`config.mk`:
```
export PLATFORM = sky130hd
export DESIGN_NAME = nps_seq_flat
export DESIGN_NICKNAME = d
export VERILOG_FILES = /design/src/rtl/nps_pkg.sv /design/src/rtl/nps_ifs.sv /design/src/rtl/nps_seq.sv /design/src/flat_wrapper.sv
export SDC_FILE = /design/constraint.sdc
export NUM_CORES = 1
export LEC_CHECK = 0
export BUFFER_PORTS_ARGS = -buffer_cell sky130_fd_sc_hd__buf_2
export CORE_AREA = 2 2 119 86
export CTS_CLUSTER_SIZE = 24
export DETAILED_ROUTE_END_ITERATION = 10
export DIE_AREA = 0 0 121 88
export GPL_ROUTABILITY_DRIVEN = 0
export GPL_TIMING_DRIVEN = 0
export PLACE_DENSITY = 0.66
export SLEW_MARGIN = 20
export SYNTH_ARGS = -nofsm -noshare
export SYNTH_HDL_FRONTEND = slang
export SYNTH_SLANG_ARGS = --single-unit
```
`constraint.sdc`:
```
create_clock -name clk -period 6.4 [get_ports clk]
set_input_delay 1.28 -clock clk [delete_from_list [all_inputs] [get_ports clk]]
set_output_delay 1.28 -clock clk [all_outputs]
set_load 0.01 [all_outputs]
```
`src/rtl/nps_pkg.sv`:
```
`timescale 1ns / 1ps

package nps_pkg;

	localparam int CFG_IDX_W  = 3;
	localparam int CFG_DATA_W = 16;

	localparam logic [CFG_IDX_W-1:0] REG_LATCH_TICKS      = 3'd0;
	localparam logic [CFG_IDX_W-1:0] REG_SETTLE_TICKS     = 3'd1;
	localparam logic [CFG_IDX_W-1:0] REG_CLOCK_HIGH_TICKS = 3'd2;
	localparam logic [CFG_IDX_W-1:0] REG_CLOCK_LOW_TICKS  = 3'd3;
	localparam logic [CFG_IDX_W-1:0] REG_TICKS_PER_MS     = 3'd4;
	localparam logic [CFG_IDX_W-1:0] REG_POLL_MS          = 3'd5;

	localparam logic [7:0]  RST_LATCH_TICKS      = 8'd12;
	localparam logic [7:0]  RST_SETTLE_TICKS     = 8'd6;
	localparam logic [7:0]  RST_CLOCK_HIGH_TICKS = 8'd6;
	localparam logic [7:0]  RST_CLOCK_LOW_TICKS  = 8'd6;
	localparam logic [15:0] RST_TICKS_PER_MS     = 16'd1000;
	localparam logic [9:0]  RST_POLL_MS          = 10'd2;

	typedef struct packed {
		logic [7:0]  latch_ticks;
		logic [7:0]  settle_ticks;
		logic [7:0]  clock_high_ticks;
		logic [7:0]  clock_low_ticks;
		logic [15:0] ticks_per_ms;
		logic [9:0]  poll_ms;
	} cfg_t;

endpackage

```
`src/rtl/nps_ifs.sv`:
```
`timescale 1ns / 1ps

interface nps_in_if;
	logic valid;
	logic ready;
	logic data_pin;

	modport source (output valid, output data_pin, input ready);
	modport sink (input valid, input data_pin, output ready);
endinterface

interface nps_out_if #(
	parameter int BUTTON_COUNT = 11
);
	logic                    valid;
	logic                    ready;
	logic                    latch_level;
	logic                    clock_level;
	logic [BUTTON_COUNT-1:0] buttons;
	logic                    frame_done;

	modport source (output valid, output latch_level, output clock_level, output buttons,
		output frame_done, input ready);
	modport sink (input valid, input latch_level, input clock_level, input buttons,
		input frame_done, output ready);
endinterface


```
`src/rtl/nps_seq.sv`:
```
`timescale 1ns / 1ps

module nps_seq
	import nps_pkg::*;
#(
	parameter int BUTTON_COUNT = 11
) (
	input  logic       clk,
	input  logic       arst_n,
	input  cfg_t       regs,
	nps_in_if.sink     pad,
	nps_out_if.source  res
);

	localparam int BIT_W = $clog2(BUTTON_COUNT);

	typedef enum logic [2:0] {
		PH_LATCH,
		PH_SETTLE,
		PH_CLK_HIGH,
		PH_CLK_LOW,
		PH_GAP
	} phase_t;

	phase_t                  phase_q, phase_d;
	logic [15:0]             tick_q, tick_d;
	logic [9:0]              ms_q, ms_d;
	logic [BIT_W-1:0]        bit_q, bit_d;
	logic [BUTTON_COUNT-1:0] shift_q, shift_d;
	logic [BUTTON_COUNT-1:0] held_q, held_d;

	logic                    out_valid_q;
	logic                    latch_q, clock_q, done_q;
	logic [BUTTON_COUNT-1:0] buttons_q;

	logic [15:0] limit_raw, limit;
	logic [9:0]  poll_lim;
	logic        tick_end, ms_end, last_bit, done_d, accept;

	assign pad.ready = !out_valid_q || res.ready;
	assign accept    = pad.valid && pad.ready;

	assign res.valid       = out_valid_q;
	assign res.latch_level = latch_q;
	assign res.clock_level = clock_q;
	assign res.buttons     = buttons_q;
	assign res.frame_done  = done_q;

	always_comb begin
		case (phase_q)
			PH_SETTLE:   limit_raw = {8'd0, regs.settle_ticks};
			PH_CLK_HIGH: limit_raw = {8'd0, regs.clock_high_ticks};
			PH_CLK_LOW:  limit_raw = {8'd0, regs.clock_low_ticks};
			PH_GAP:      limit_raw = regs.ticks_per_ms;
			default:     limit_raw = {8'd0, regs.latch_ticks};
		endcase
		limit    = (limit_raw == 16'd0) ? 16'd1 : limit_raw;
		poll_lim = (regs.poll_ms == 10'd0) ? 10'd1 : regs.poll_ms;
		tick_end = ({1'b0, tick_q} + 17'd1) >= {1'b0, limit};
		ms_end   = ({1'b0, ms_q} + 11'd1) >= {1'b0, poll_lim};
		last_bit = bit_q == BIT_W'(BUTTON_COUNT - 1);
	end

	always_comb begin
		shift_d = shift_q;
		held_d  = held_q;
		done_d  = 1'b0;
		phase_d = phase_q;
		tick_d  = tick_q + 16'd1;
		ms_d    = ms_q;
		bit_d   = bit_q;

		if (phase_q == PH_CLK_HIGH && tick_q == 16'd0 && !pad.data_pin) begin
			shift_d[bit_q] = 1'b1;
		end
		if (phase_q == PH_GAP && tick_q == 16'd0 && ms_q == 10'd0) begin
			held_d = shift_q;
			done_d = 1'b1;
		end

		if (tick_end) begin
			tick_d = 16'd0;
			case (phase_q)
				PH_SETTLE: begin
					bit_d   = '0;
					shift_d = '0;
					phase_d = PH_CLK_HIGH;
				end
				PH_CLK_HIGH: phase_d = PH_CLK_LOW;
				PH_CLK_LOW: begin
					if (last_bit) begin
						ms_d    = 10'd0;
						phase_d = PH_GAP;
					end else begin
						bit_d   = bit_q + BIT_W'(1);
						phase_d = PH_CLK_HIGH;
					end
				end
				PH_GAP: begin
					if (ms_end) begin
						ms_d    = 10'd0;
						phase_d = PH_LATCH;
					end else begin
						ms_d = ms_q + 10'd1;
					end
				end
				default: phase_d = PH_SETTLE;
			endcase
		end
	end

	always_ff @(posedge clk or negedge arst_n) begin
		if (!arst_n) begin
			phase_q     <= PH_LATCH;
			tick_q      <= 16'd0;
			ms_q        <= 10'd0;
			bit_q       <= '0;
			shift_q     <= '0;
			held_q      <= '0;
			out_valid_q <= 1'b0;
			latch_q     <= 1'b0;
			clock_q     <= 1'b0;
			buttons_q   <= '0;
			done_q      <= 1'b0;
		end else if (accept) begin
			phase_q     <= phase_d;
			tick_q      <= tick_d;
			ms_q        <= ms_d;
			bit_q       <= bit_d;
			shift_q     <= shift_d;
			held_q      <= held_d;
			out_valid_q <= 1'b1;
			latch_q     <= phase_q == PH_LATCH;
			clock_q     <= phase_q == PH_CLK_HIGH;
			buttons_q   <= held_d;
			done_q      <= done_d;
		end else if (res.ready) begin
			out_valid_q <= 1'b0;
		end
	end

endmodule

```
`src/flat_wrapper.sv`:
```
// flat-port wrapper written by rule: the top's interface ports become plain ports
module nps_seq_flat import nps_pkg::*;
#(
	parameter int BUTTON_COUNT = 11
)
  (clk, arst_n, regs, pad_valid, pad_data_pin, pad_ready, res_valid, res_latch_level, res_clock_level, res_buttons, res_frame_done, res_ready);
  nps_in_if pad_i ();
  nps_out_if #(.BUTTON_COUNT(BUTTON_COUNT)) res_i ();
  input  logic clk;
  input  logic arst_n;
  input  cfg_t regs;
  input wire logic [$bits(pad_i.valid)-1:0] pad_valid;
  input wire logic [$bits(pad_i.data_pin)-1:0] pad_data_pin;
  output wire logic [$bits(pad_i.ready)-1:0] pad_ready;
  output wire logic [$bits(res_i.valid)-1:0] res_valid;
  output wire logic [$bits(res_i.latch_level)-1:0] res_latch_level;
  output wire logic [$bits(res_i.clock_level)-1:0] res_clock_level;
  output wire logic [$bits(res_i.buttons)-1:0] res_buttons;
  output wire logic [$bits(res_i.frame_done)-1:0] res_frame_done;
  input wire logic [$bits(res_i.ready)-1:0] res_ready;
  assign pad_i.valid = pad_valid;
  assign pad_i.data_pin = pad_data_pin;
  assign pad_ready = pad_i.ready;
  assign res_valid = res_i.valid;
  assign res_latch_level = res_i.latch_level;
  assign res_clock_level = res_i.clock_level;
  assign res_buttons = res_i.buttons;
  assign res_frame_done = res_i.frame_done;
  assign res_i.ready = res_ready;
  nps_seq #(.BUTTON_COUNT(BUTTON_COUNT)) u_core (.clk(clk), .arst_n(arst_n), .regs(regs), .pad(pad_i), .res(res_i));
endmodule
```
==> results.sh, run 1 <==
export IMPL_fin_skew_ps=6.87
export IMPL_hold_depth=2
export IMPL_synth_yosys_seq_area_share_pct=35.2
export IMPL_post_route_period_util_pct=63.2
export IMPL_clock_latency_ps=330
export IMPL_syn_to_final_growth_pct=19.7
export IMPL_cts_repair_resized=0
export IMPL_place_hpwl_um=7950
export IMPL_grt_use_total_pct=20.9
export IMPL_postSynth_asyncResetShare_pct=100
export IMPL_fin_area_sq_mm=0.00501
export IMPL_vdd_ir_drop_worst_uv=198
export IMPL_syn_inst=456
export IMPL_drc_errors=0
export IMPL_portBuffers=78
export IMPL_seq_area_sq_mm=0.00148
export IMPL_syn_area_sq_mm=0.00419
export IMPL_synth_fp_nets=553
export IMPL_yosys_area_share_simple_pct=20.0
export IMPL_finalSetupViolCount=0
export IMPL_worst_slew_pin_slew_ps=750
export IMPL_num_vias=3737
export IMPL_avgSynthCellArea_sq_um=9.19
export IMPL_antenna_found_initial=0
export IMPL_pwr_density_cell_mw_per_mm2=293
export IMPL_die_y_um=88
export IMPL_ys_seq_elements=59
export IMPL_cts_hold_buffers=0
export IMPL_hold_violations=0
export IMPL_postCtsSetupBuffers=0
export IMPL_relSlewSlack_pct=50.0
export IMPL_fin_ws_ps=2350
export IMPL_synth_top_family_by_area="simple AND/OR/NAND/NOR gates"
export IMPL_max_freq_ghz=0.247
export IMPL_vias_per_cell=5.51
export IMPL_fin_crit_ps=4050
export IMPL_n_antenna_cell=0
export IMPL_setup_tns_ps=0
export IMPL_drive_above_1_share_pct=26.7
export IMPL_htreeDepth=3
export IMPL_fin_nets=642
export IMPL_routed_wl_um=10500
export IMPL_worstPathMaxFanout=10
export IMPL_synth_fa_ha_area_share_pct=10.2
export IMPL_firstDrtPassIters=5
export IMPL_cts_max_path_buffers=2
export IMPL_fp_dieW_um=121
export IMPL_yosys_cell_types_count=52
export IMPL_cp_arrival_ps=4260
export IMPL_crit_path_end_kind="flop"
export IMPL_report_final_slew_viol_count=0
export IMPL_synth_top_cell_by_area="dfrtp_1"
export IMPL_whs_ps=485
export IMPL_cp_required_ps=6610
export IMPL_r2r_cells=17
export IMPL_drt_iter0_markers=295
export IMPL_power_leakage_nw=2.47
export IMPL_rows=30
export IMPL_fillers=861
export IMPL_path_class="in -> reg"
export IMPL_dpl_instance_area_sq_mm=0.00474
export IMPL_cp_start_kind="input pin"
export IMPL_synth_top_cell_area_share_pct=35.2
export IMPL_multi_input_area_sq_mm=0.00251
export IMPL_status="finished clean"
export IMPL_ys_warn_count=0
export IMPL_cts_buffers=9
export IMPL_ys_top_cells_by_area="dfrtp_1 35%, ha_1 10%, mux2_2 8.1%, nand2_1 5.5%, xnor2_1 3.1%"
export IMPL_clock_sinks=59
export IMPL_grt_pass1_wl_um=17400
export IMPL_grt_max_degree=60
export IMPL_synth_mux_area_share_pct=11.3
export IMPL_ant_nets=0
export IMPL_pre_cts_ws_ps=2060
export IMPL_synth_edff_count=0
export IMPL_clockRootBuffer="clkbuf_16"
export IMPL_grt_ovfl_total=0
export IMPL_yosysMostFrequentCell="nand2_1"
export IMPL_dieArea_sq_mm=0.0106
export IMPL_path_clk_slew_ps=50
export IMPL_start_util_pct=44.1
export IMPL_rsz0062_at_grt="no"
export IMPL_ys_flop_type="dfrtp_1"
export IMPL_synth_compound_area_share_pct=13.5
export IMPL_synth_xor_xnor_area_share_pct=5.02
export IMPL_synthTopCellsByCount="61 x nand2_1, 59 x dfrtp_1, 34 x ha_1"
export IMPL_io_pins=79
export IMPL_cts_tree="built"
export IMPL_hold_class="reg -> reg"
export IMPL_maxCapViolCount=0
export IMPL_coreArea_sq_mm=0.00950
export IMPL_grt_pass1_vias=3543
export IMPL_wl_per_cell_um=15.5
cells by family (layout without fill, tap and decap cells):
group / count (synthesis) / count (layout)
flops: 59 / 59
fa+ha+maj: 34 / 34
xor+xnor: 24 / 24
compound gates: 88 / 88
mux: 41 / 41
simple gates: 168 / 168
buf+inv: 42 / 136
cell type report:
class / count / share of cell area, %
clock buffer: 10 / 4.57
sequential: 59 / 29.4
clock inverter: 6 / 0.848
buffer: 20 / 2.35
multi-input combinational: 355 / 50.1
inverter: 22 / 1.65
timing repair buffer: 78 / 7.83
tap: 128 / 3.19
registers in the layout (all words and copies together), names as in the netlist:
signal and flops:
u_core.held_q 11, u_core.ms_q 10, u_core.res.frame_done 1, u_core.res.clock_level 1, u_core.res.valid 1, u_core.bit_q 4, u_core.res.latch_level 1, u_core.tick_q 16
u_core.shift_q 11, u_core.phase_q 3
per-layer routing:
metal	up-vias	part of all wire, %	global-route usage [%]	wire [um]
li1	1828	-	-	-
met1	1746	48	30.3	5090
met2	149	42	31.4	4450
met3	14	7.7	3.91	807
met4	0	1.5	6.98	155
met5	-	0	0	0
through the flow:
step,instances,total power [mW],util (%)
final,678,1.47,52.8
after global placement,662,1.02,49.9
after floorplan,456,0.872,-
after detailed placement,662,1.04,49.9
after CTS,678,1.48,52.8
after global routing,678,1.57,52.8
power by group:
group          internal, mW  total, mW  switching, mW
combinational         0.245      0.581          0.336
clock                 0.261      0.434          0.172
sequential            0.412      0.455         0.0431
total                 0.919       1.47          0.551
placed cells by master, fill, tap and decap left out, drive strengths merged, types with 10 or more instances in the layout:
| cell | Yosys | routed |
|---|---|---|
| nand3 | 19 | 19 |
| o21ai | 22 | 22 |
| inv | 20 | 20 |
| nand4 | 12 | 12 |
| nor4 | 10 | 10 |
| xnor2 | 15 | 15 |
| mux2 | 30 | 30 |
| ha | 34 | 34 |
| nand2 | 61 | 61 |
| nor2 | 31 | 31 |
| a21oi | 25 | 25 |
| buf | 12 | 90 |
| dfrtp | 59 | 59 |
| clkbuf | 8 | 18 |
final timing paths:
path	startpoint	to	slack [ps]
setup / recovery	regs[57]	u_core.ms_q[8]	2350
hold / removal	u_core.res.latch_level	u_core.res.latch_level	480
setup reg to reg	u_core.phase_q[1]	u_core.ms_q[8]	2690
hold reg to reg	u_core.res.latch_level	u_core.res.latch_level	480
max in group asynchronous	arst_n	u_core.res.latch_level	4880
min in group asynchronous	arst_n	u_core.tick_q[13]	1010
critical path, cell delays in order:
cell	delay [ps]
buf_2	100
mux4_2	450
o21ai_0	320
nand4_1	140
nor3b_1	220
a32o_1	210
ha_1	140
nor3_1	50
o311ai_1	240
nand2_1	80
a211o_2	360
o211ai_2	250
mux2_2	400
No activity file was read; power rests on OpenSTA's default activity.
==> run 2, diff against run 1 <==
- PLACE_DENSITY: 0.66 -> 0.68
- clock period: 6.4 -> 3.5 ns (I/O delays scaled with it)
==> run 2 against run 1 <==
Sequential power is 84% higher. Worst hold slack lost 28 ps. Critical path depth is 1 higher. Sequential cell count did not move. Final area up 4.8%. Clock power rose by 120%. Wire length grew 5.2%. Clock skew is 0.99 ps higher.
==> results.sh, run 2 (synthesis results as in run 1) <==
export IMPL_clock_latency_ps=320
export IMPL_reg2reg_slack_ps=150
export IMPL_cp_start_kind="flop"
export IMPL_grt_max_degree=60
export IMPL_grt_ovfl_total=0
export IMPL_regMostFlops="u_core.tick_q"
export IMPL_path_class="reg -> reg"
export IMPL_fin_crit_ps=3350
export IMPL_crit_path_end_kind="flop"
export IMPL_p_seq_share_pct=28.2
export IMPL_maxCapViolCount=0
export IMPL_wl_per_cell_um=16.2
export IMPL_cts_hold_buffers=0
export IMPL_clockRootBuffer="clkbuf_16"
export IMPL_rows=30
export IMPL_drive_above_1_share_pct=31.5
export IMPL_cts_buffers=9
export IMPL_slowest_delay_ps=430
export IMPL_drc_errors=0
export IMPL_routed_wl_um=11000
export IMPL_place_hpwl_um=7940
export IMPL_cts_tree="built"
export IMPL_ant_nets=0
export IMPL_whs_ps=457
export IMPL_report_final_slew_viol_count=0
export IMPL_post_route_period_util_pct=95.6
export IMPL_fin_skew_ps=7.86
export IMPL_largest_register_ffs=16
export IMPL_coreArea_sq_mm=0.00950
export IMPL_swShare_pct=35.9
export IMPL_num_vias=3760
export IMPL_seq_area_sq_mm=0.00148
export IMPL_p_sw_mw=1.07
export IMPL_worstPathMaxFanout=10
export IMPL_cp_arrival_ps=3600
export IMPL_clock_sinks=59
export IMPL_syn_to_final_growth_pct=25.4
export IMPL_power_leakage_nw=2.54
export IMPL_clockPowerShare_pct=32.3
export IMPL_mostFrequentLayoutCells="82 x buf_2, 61 x nand2_1, 56 x dfrtp_1"
export IMPL_grt_pass1_wl_um=17700
export IMPL_start_util_pct=44.1
export IMPL_fp_dieW_um=121
export IMPL_hold_class="in -> async"
export IMPL_fin_ws_ps=153
export IMPL_multi_input_area_sq_mm=0.00265
export IMPL_die_y_um=88
export IMPL_cts_max_path_buffers=2
export IMPL_power_frac_comb_pct=39.6
export IMPL_relSlewSlack_pct=48.5
export IMPL_crit_path_top_delay_cell="dfrtp_1"
export IMPL_setup_tns_ps=0
export IMPL_n_antenna_cell=0
export IMPL_finalSetupViolCount=0
export IMPL_pwr_density_cell_mw_per_mm2=566
export IMPL_vdd_ir_drop_worst_uv=319
export IMPL_max_freq_ghz=0.299
export IMPL_reg_top3="u_core.tick_q (16), u_core.held_q (11), u_core.shift_q (11)"
export IMPL_fin_area_sq_mm=0.00526
export IMPL_portBuffers=78
export IMPL_antenna_found_initial=0
export IMPL_cp_required_ps=3750
export IMPL_grt_pass1_vias=3560
export IMPL_io_pins=79
export IMPL_dieArea_sq_mm=0.0106
export IMPL_p_int_mw=1.91
export IMPL_hold_violations=0
export IMPL_drt_iter0_markers=256
export IMPL_fillers=827
export IMPL_vias_per_cell=5.51
export IMPL_status="finished clean"
export IMPL_dpl_instance_area_sq_mm=0.00474
export IMPL_fin_nets=647
export IMPL_grt_use_total_pct=21.1
export IMPL_worst_slew_pin_slew_ps=773
export IMPL_pre_cts_ws_ps=-291
export IMPL_layout_commonest_cell="buf_2"
export IMPL_power_total_mw=2.98
export IMPL_path_cells="and2_1 -> nand4_1 -> nor2_2 -> nand2_1 -> xnor2_1 -> ha_1 -> nand4_1 -> nor2_1 -> a31oi_1 -> o21ai_0 -> a211o_4 -> buf_6 -> nor2_1 -> mux2_2"
export IMPL_htreeDepth=3
export IMPL_firstDrtPassIters=5
export IMPL_path_clk_slew_ps=60
run 2: path summary, 6_finish.rpt:
kind                       depth (start not counted)                    from                      to
max                                               14        u_core.tick_q[3]        u_core.tick_q[0]
max reg2reg                                       14        u_core.tick_q[3]        u_core.tick_q[0]
min                                                1                  arst_n       u_core.tick_q[12]
max in group asynchronous                          1                  arst_n        u_core.tick_q[2]
min in group clk                                   2  u_core.res.latch_level  u_core.res.latch_level
min reg2reg                                        2  u_core.res.latch_level  u_core.res.latch_level
run 2: power by group through the flow:
stage | clock, mW | sequential, mW | combinational (mW)
floorplan | 0 | 0.824 | 0.771
global placement | 0 | 0.834 | 1.02
detailed placement | 0 | 0.839 | 1.05
CTS | 0.978 | 0.829 | 1.09
global route | 1.01 | 0.848 | 1.30
finish | 0.960 | 0.839 | 1.18
run 2: metal layers:
metal	global-route usage [%]	share of wire, %	vias up
met2	31.2	43	124
li1	-	-	1837
met4	4.97	0.72	0
met3	4.69	6.6	7
met1	31.4	50	1792
met5	0	0	-
run 2: repair_timing:
| item | in CTS | in global routing |
|---|---|---|
| endpoints found under the setup margin | 33 | 43 |
| pin swaps | 1 | 7 |
| resized for setup | 12 | 22 |
| cloned | 0 | 1 |
| setup buffers | 0 | 6 |
run 2: stage by stage:
| step | util, % | cells |
|---|---|---|
| after CTS | 53.9 | 677 |
| after detailed placement | 49.9 | 662 |
| after floorplan | - | 456 |
| after global routing | 55.3 | 683 |
| after global placement | 49.9 | 662 |
| final | 55.3 | 683 |
run 2: critical path: cells and delay by family (launching register included):
kind	cells	cell delay [ps]
multiplexers	1	220
adder cells (fa/ha/maj)	1	300
buffers and inverters	1	160
flip-flops	1	430
AND/OR/NAND/NOR	7	1180
AO/OA/AOI/OAI	3	670
XOR/XNOR	1	320
run 2: cell type report:
| type | instances | share of cell area (%) |
|---|---|---|
| multi-input combinational | 356 | 50.4 |
| sequential | 59 | 28.2 |
| timing repair buffer | 84 | 8.33 |
| clock buffer | 10 | 4.55 |
| tap | 128 | 3.05 |
| buffer | 18 | 2.21 |
| clock inverter | 6 | 1.69 |
| inverter | 22 | 1.64 |
==> run 3, diff against run 2 <==
- CORE_AREA: 2 2 119 86 -> 2 2 112 81
- DIE_AREA: 0 0 121 88 -> 0 0 114 83
- HOLD_SLACK_MARGIN: not set -> 0.12
- PLACE_DENSITY: 0.68 -> 0.76
==> run 3 against run 2 <==
Global-route usage up 2.1 points. Via count increased by 2.1%. Setup slack got worse by 17 ps. Cell count fell by 3.5%. Clock power down 14%. Largest cell class unchanged. Highest routed layer unchanged.
==> results.sh, run 3 (synthesis results as in run 1) <==
export IMPL_wl_per_cell_um=16.3
export IMPL_mostFrequentLayoutCells="83 x buf_2, 61 x nand2_1, 57 x dfrtp_1"
export IMPL_worstReg2RegEnd="u_core.phase_q[1]"
export IMPL_cp_required_ps=3710
export IMPL_regMostFlops="u_core.tick_q"
export IMPL_clockRootBuffer="clkbuf_16"
export IMPL_reg2reg_slack_ps=140
export IMPL_fillers=688
export IMPL_start_util_pct=50.3
export IMPL_pwr_density_cell_mw_per_mm2=543
export IMPL_relSlewSlack_pct=50.6
export IMPL_path_class="reg -> reg"
export IMPL_multi_input_area_sq_mm=0.00260
export IMPL_routed_wl_um=10700
export IMPL_clock_latency_ps=330
export IMPL_die_y_um=83
export IMPL_antenna_found_initial=0
export IMPL_fin_skew_ps=8.16
export IMPL_grt_ovfl_total=0
export IMPL_ant_nets=0
export IMPL_syn_to_final_growth_pct=22.4
export IMPL_reg_top3="u_core.tick_q (16), u_core.held_q (11), u_core.shift_q (11)"
export IMPL_layout_commonest_cell="buf_2"
export IMPL_status="finished clean"
export IMPL_maxCapViolCount=0
export IMPL_cts_hold_buffers=0
export IMPL_r2r_cells=14
export IMPL_fin_crit_ps=3360
export IMPL_fin_ws_ps=136
export IMPL_largest_register_ffs=16
export IMPL_clock_sinks=59
export IMPL_r2r_start="u_core.phase_q[0]"
export IMPL_cp_arrival_ps=3580
export IMPL_htreeDepth=3
export IMPL_fin_nets=646
export IMPL_cts_max_path_buffers=2
export IMPL_post_route_period_util_pct=96.1
export IMPL_drive_above_1_share_pct=30.3
export IMPL_grt_use_total_pct=23.2
export IMPL_rows=28
export IMPL_grt_pass1_vias=3575
export IMPL_finalSetupViolCount=0
export IMPL_power_leakage_nw=2.51
export IMPL_n_antenna_cell=0
export IMPL_cts_buffers=9
export IMPL_cts_tree="built"
export IMPL_path_clk_slew_ps=50
export IMPL_fp_dieW_um=114
export IMPL_place_hpwl_um=7960
export IMPL_pre_cts_ws_ps=-297
export IMPL_drc_errors=0
export IMPL_report_final_slew_viol_count=0
export IMPL_crit_start="u_core.phase_q[0]"
export IMPL_dieArea_sq_mm=0.00946
export IMPL_crit_end="u_core.phase_q[1]"
export IMPL_fin_util_pct=61.5
export IMPL_cp_start_kind="flop"
export IMPL_hold_class="in -> async"
export IMPL_grt_pass1_wl_um=17500
export IMPL_grt_max_degree=60
export IMPL_max_freq_ghz=0.297
export IMPL_worstPathMaxFanout=10
export IMPL_firstDrtPassIters=5
export IMPL_hold_violations=0
export IMPL_worst_slew_pin_slew_ps=741
export IMPL_io_pins=79
export IMPL_crit_path_end_kind="flop"
export IMPL_vdd_ir_drop_worst_uv=320
export IMPL_seq_area_sq_mm=0.00148
export IMPL_num_vias=3839
export IMPL_drt_iter0_markers=348
export IMPL_portBuffers=78
export IMPL_coreArea_sq_mm=0.00834
export IMPL_vias_per_cell=5.83
run 3: cell types whose count changed in the layout (fill, tap and decap cells not counted), moves of 2 or more:
cell | previous run | this run
o21ai_0 | 20 | 18
o21ai_1 | 0 | 2
a21oi_1 | 22 | 24
a21oi_2 | 3 | 1
bufinv_16 | 2 | 0
run 3: per-stage QoR:
stage / hold WS, ps / cells / area, sq um / TNS, ps / power [mW]
2_1_floorplan: 404 / 456 / 4190 / 0 / 1.59
3_3_place_gp: 468 / 639 / 4710 / -3580 / 1.84
3_5_place_dp: 473 / 639 / 4710 / -7300 / 1.89
4_1_cts: 461 / 654 / 5030 / 0 / 2.74
5_1_grt: 503 / 659 / 5130 / -11.7 / 2.97
6_report: 429 / 659 / 5130 / 0 / 2.79
run 3: timing repair:
item,CTS,global route
endpoints found under the setup margin,36,43
setup buffers,0,5
pin swaps,2,5
gates resized for setup,10,16
run 3: layout make-up:
cell class / instances / share of cell area [%]
Buffer: 19 / 2.34
Clock buffer: 10 / 4.66
Clock inverter: 6 / 0.805
Inverter: 22 / 1.68
Multi-Input combinational cell: 355 / 50.7
Sequential cell: 59 / 28.8
Tap cell: 105 / 2.56
Timing Repair Buffer: 83 / 8.39
run 3: worst max-delay path: stages, from the launching register on:
cell and delay [ps]:
dfrtp_1 360, buf_6 180, mux4_2 530, o21ai_2 170, nand4_1 120, nor3b_2 190
a32o_1 200, ha_1 150, nor3_1 50, o311ai_1 270, nand2_1 110, a211o_4 300
buf_6 150, nand3_2 110, mux2_2 340
run 3: power breakdown:
part	leakage, nW	switching (mW)	total (mW)	internal, mW
registers	0.799	0.0819	0.837	0.755
clock network	0.130	0.325	0.821	0.496
logic	1.58	0.640	1.13	0.490
run 3: per-layer routing:
metal,part of all wire [%],vias to the layer above,track usage (%)
met5,0,-,0
met4,1.2,0,5.65
met1,47,1831,33.1
li1,-,1825,-
met2,44,172,35.3
met3,7.7,11,5.91
run 3: worst min-delay path by stage:
stage,startpoint,slack (ps),endpoint,cells past startpoint
floorplan,arst_n,400,u_core.bit_q[0],0
global placement,u_core.res.latch_level,470,u_core.res.latch_level,2
detailed placement,u_core.res.latch_level,470,u_core.res.latch_level,2
CTS,arst_n,460,u_core.tick_q[11],1
global route,arst_n,500,u_core.tick_q[10],1
finish,arst_n,430,u_core.tick_q[10],1
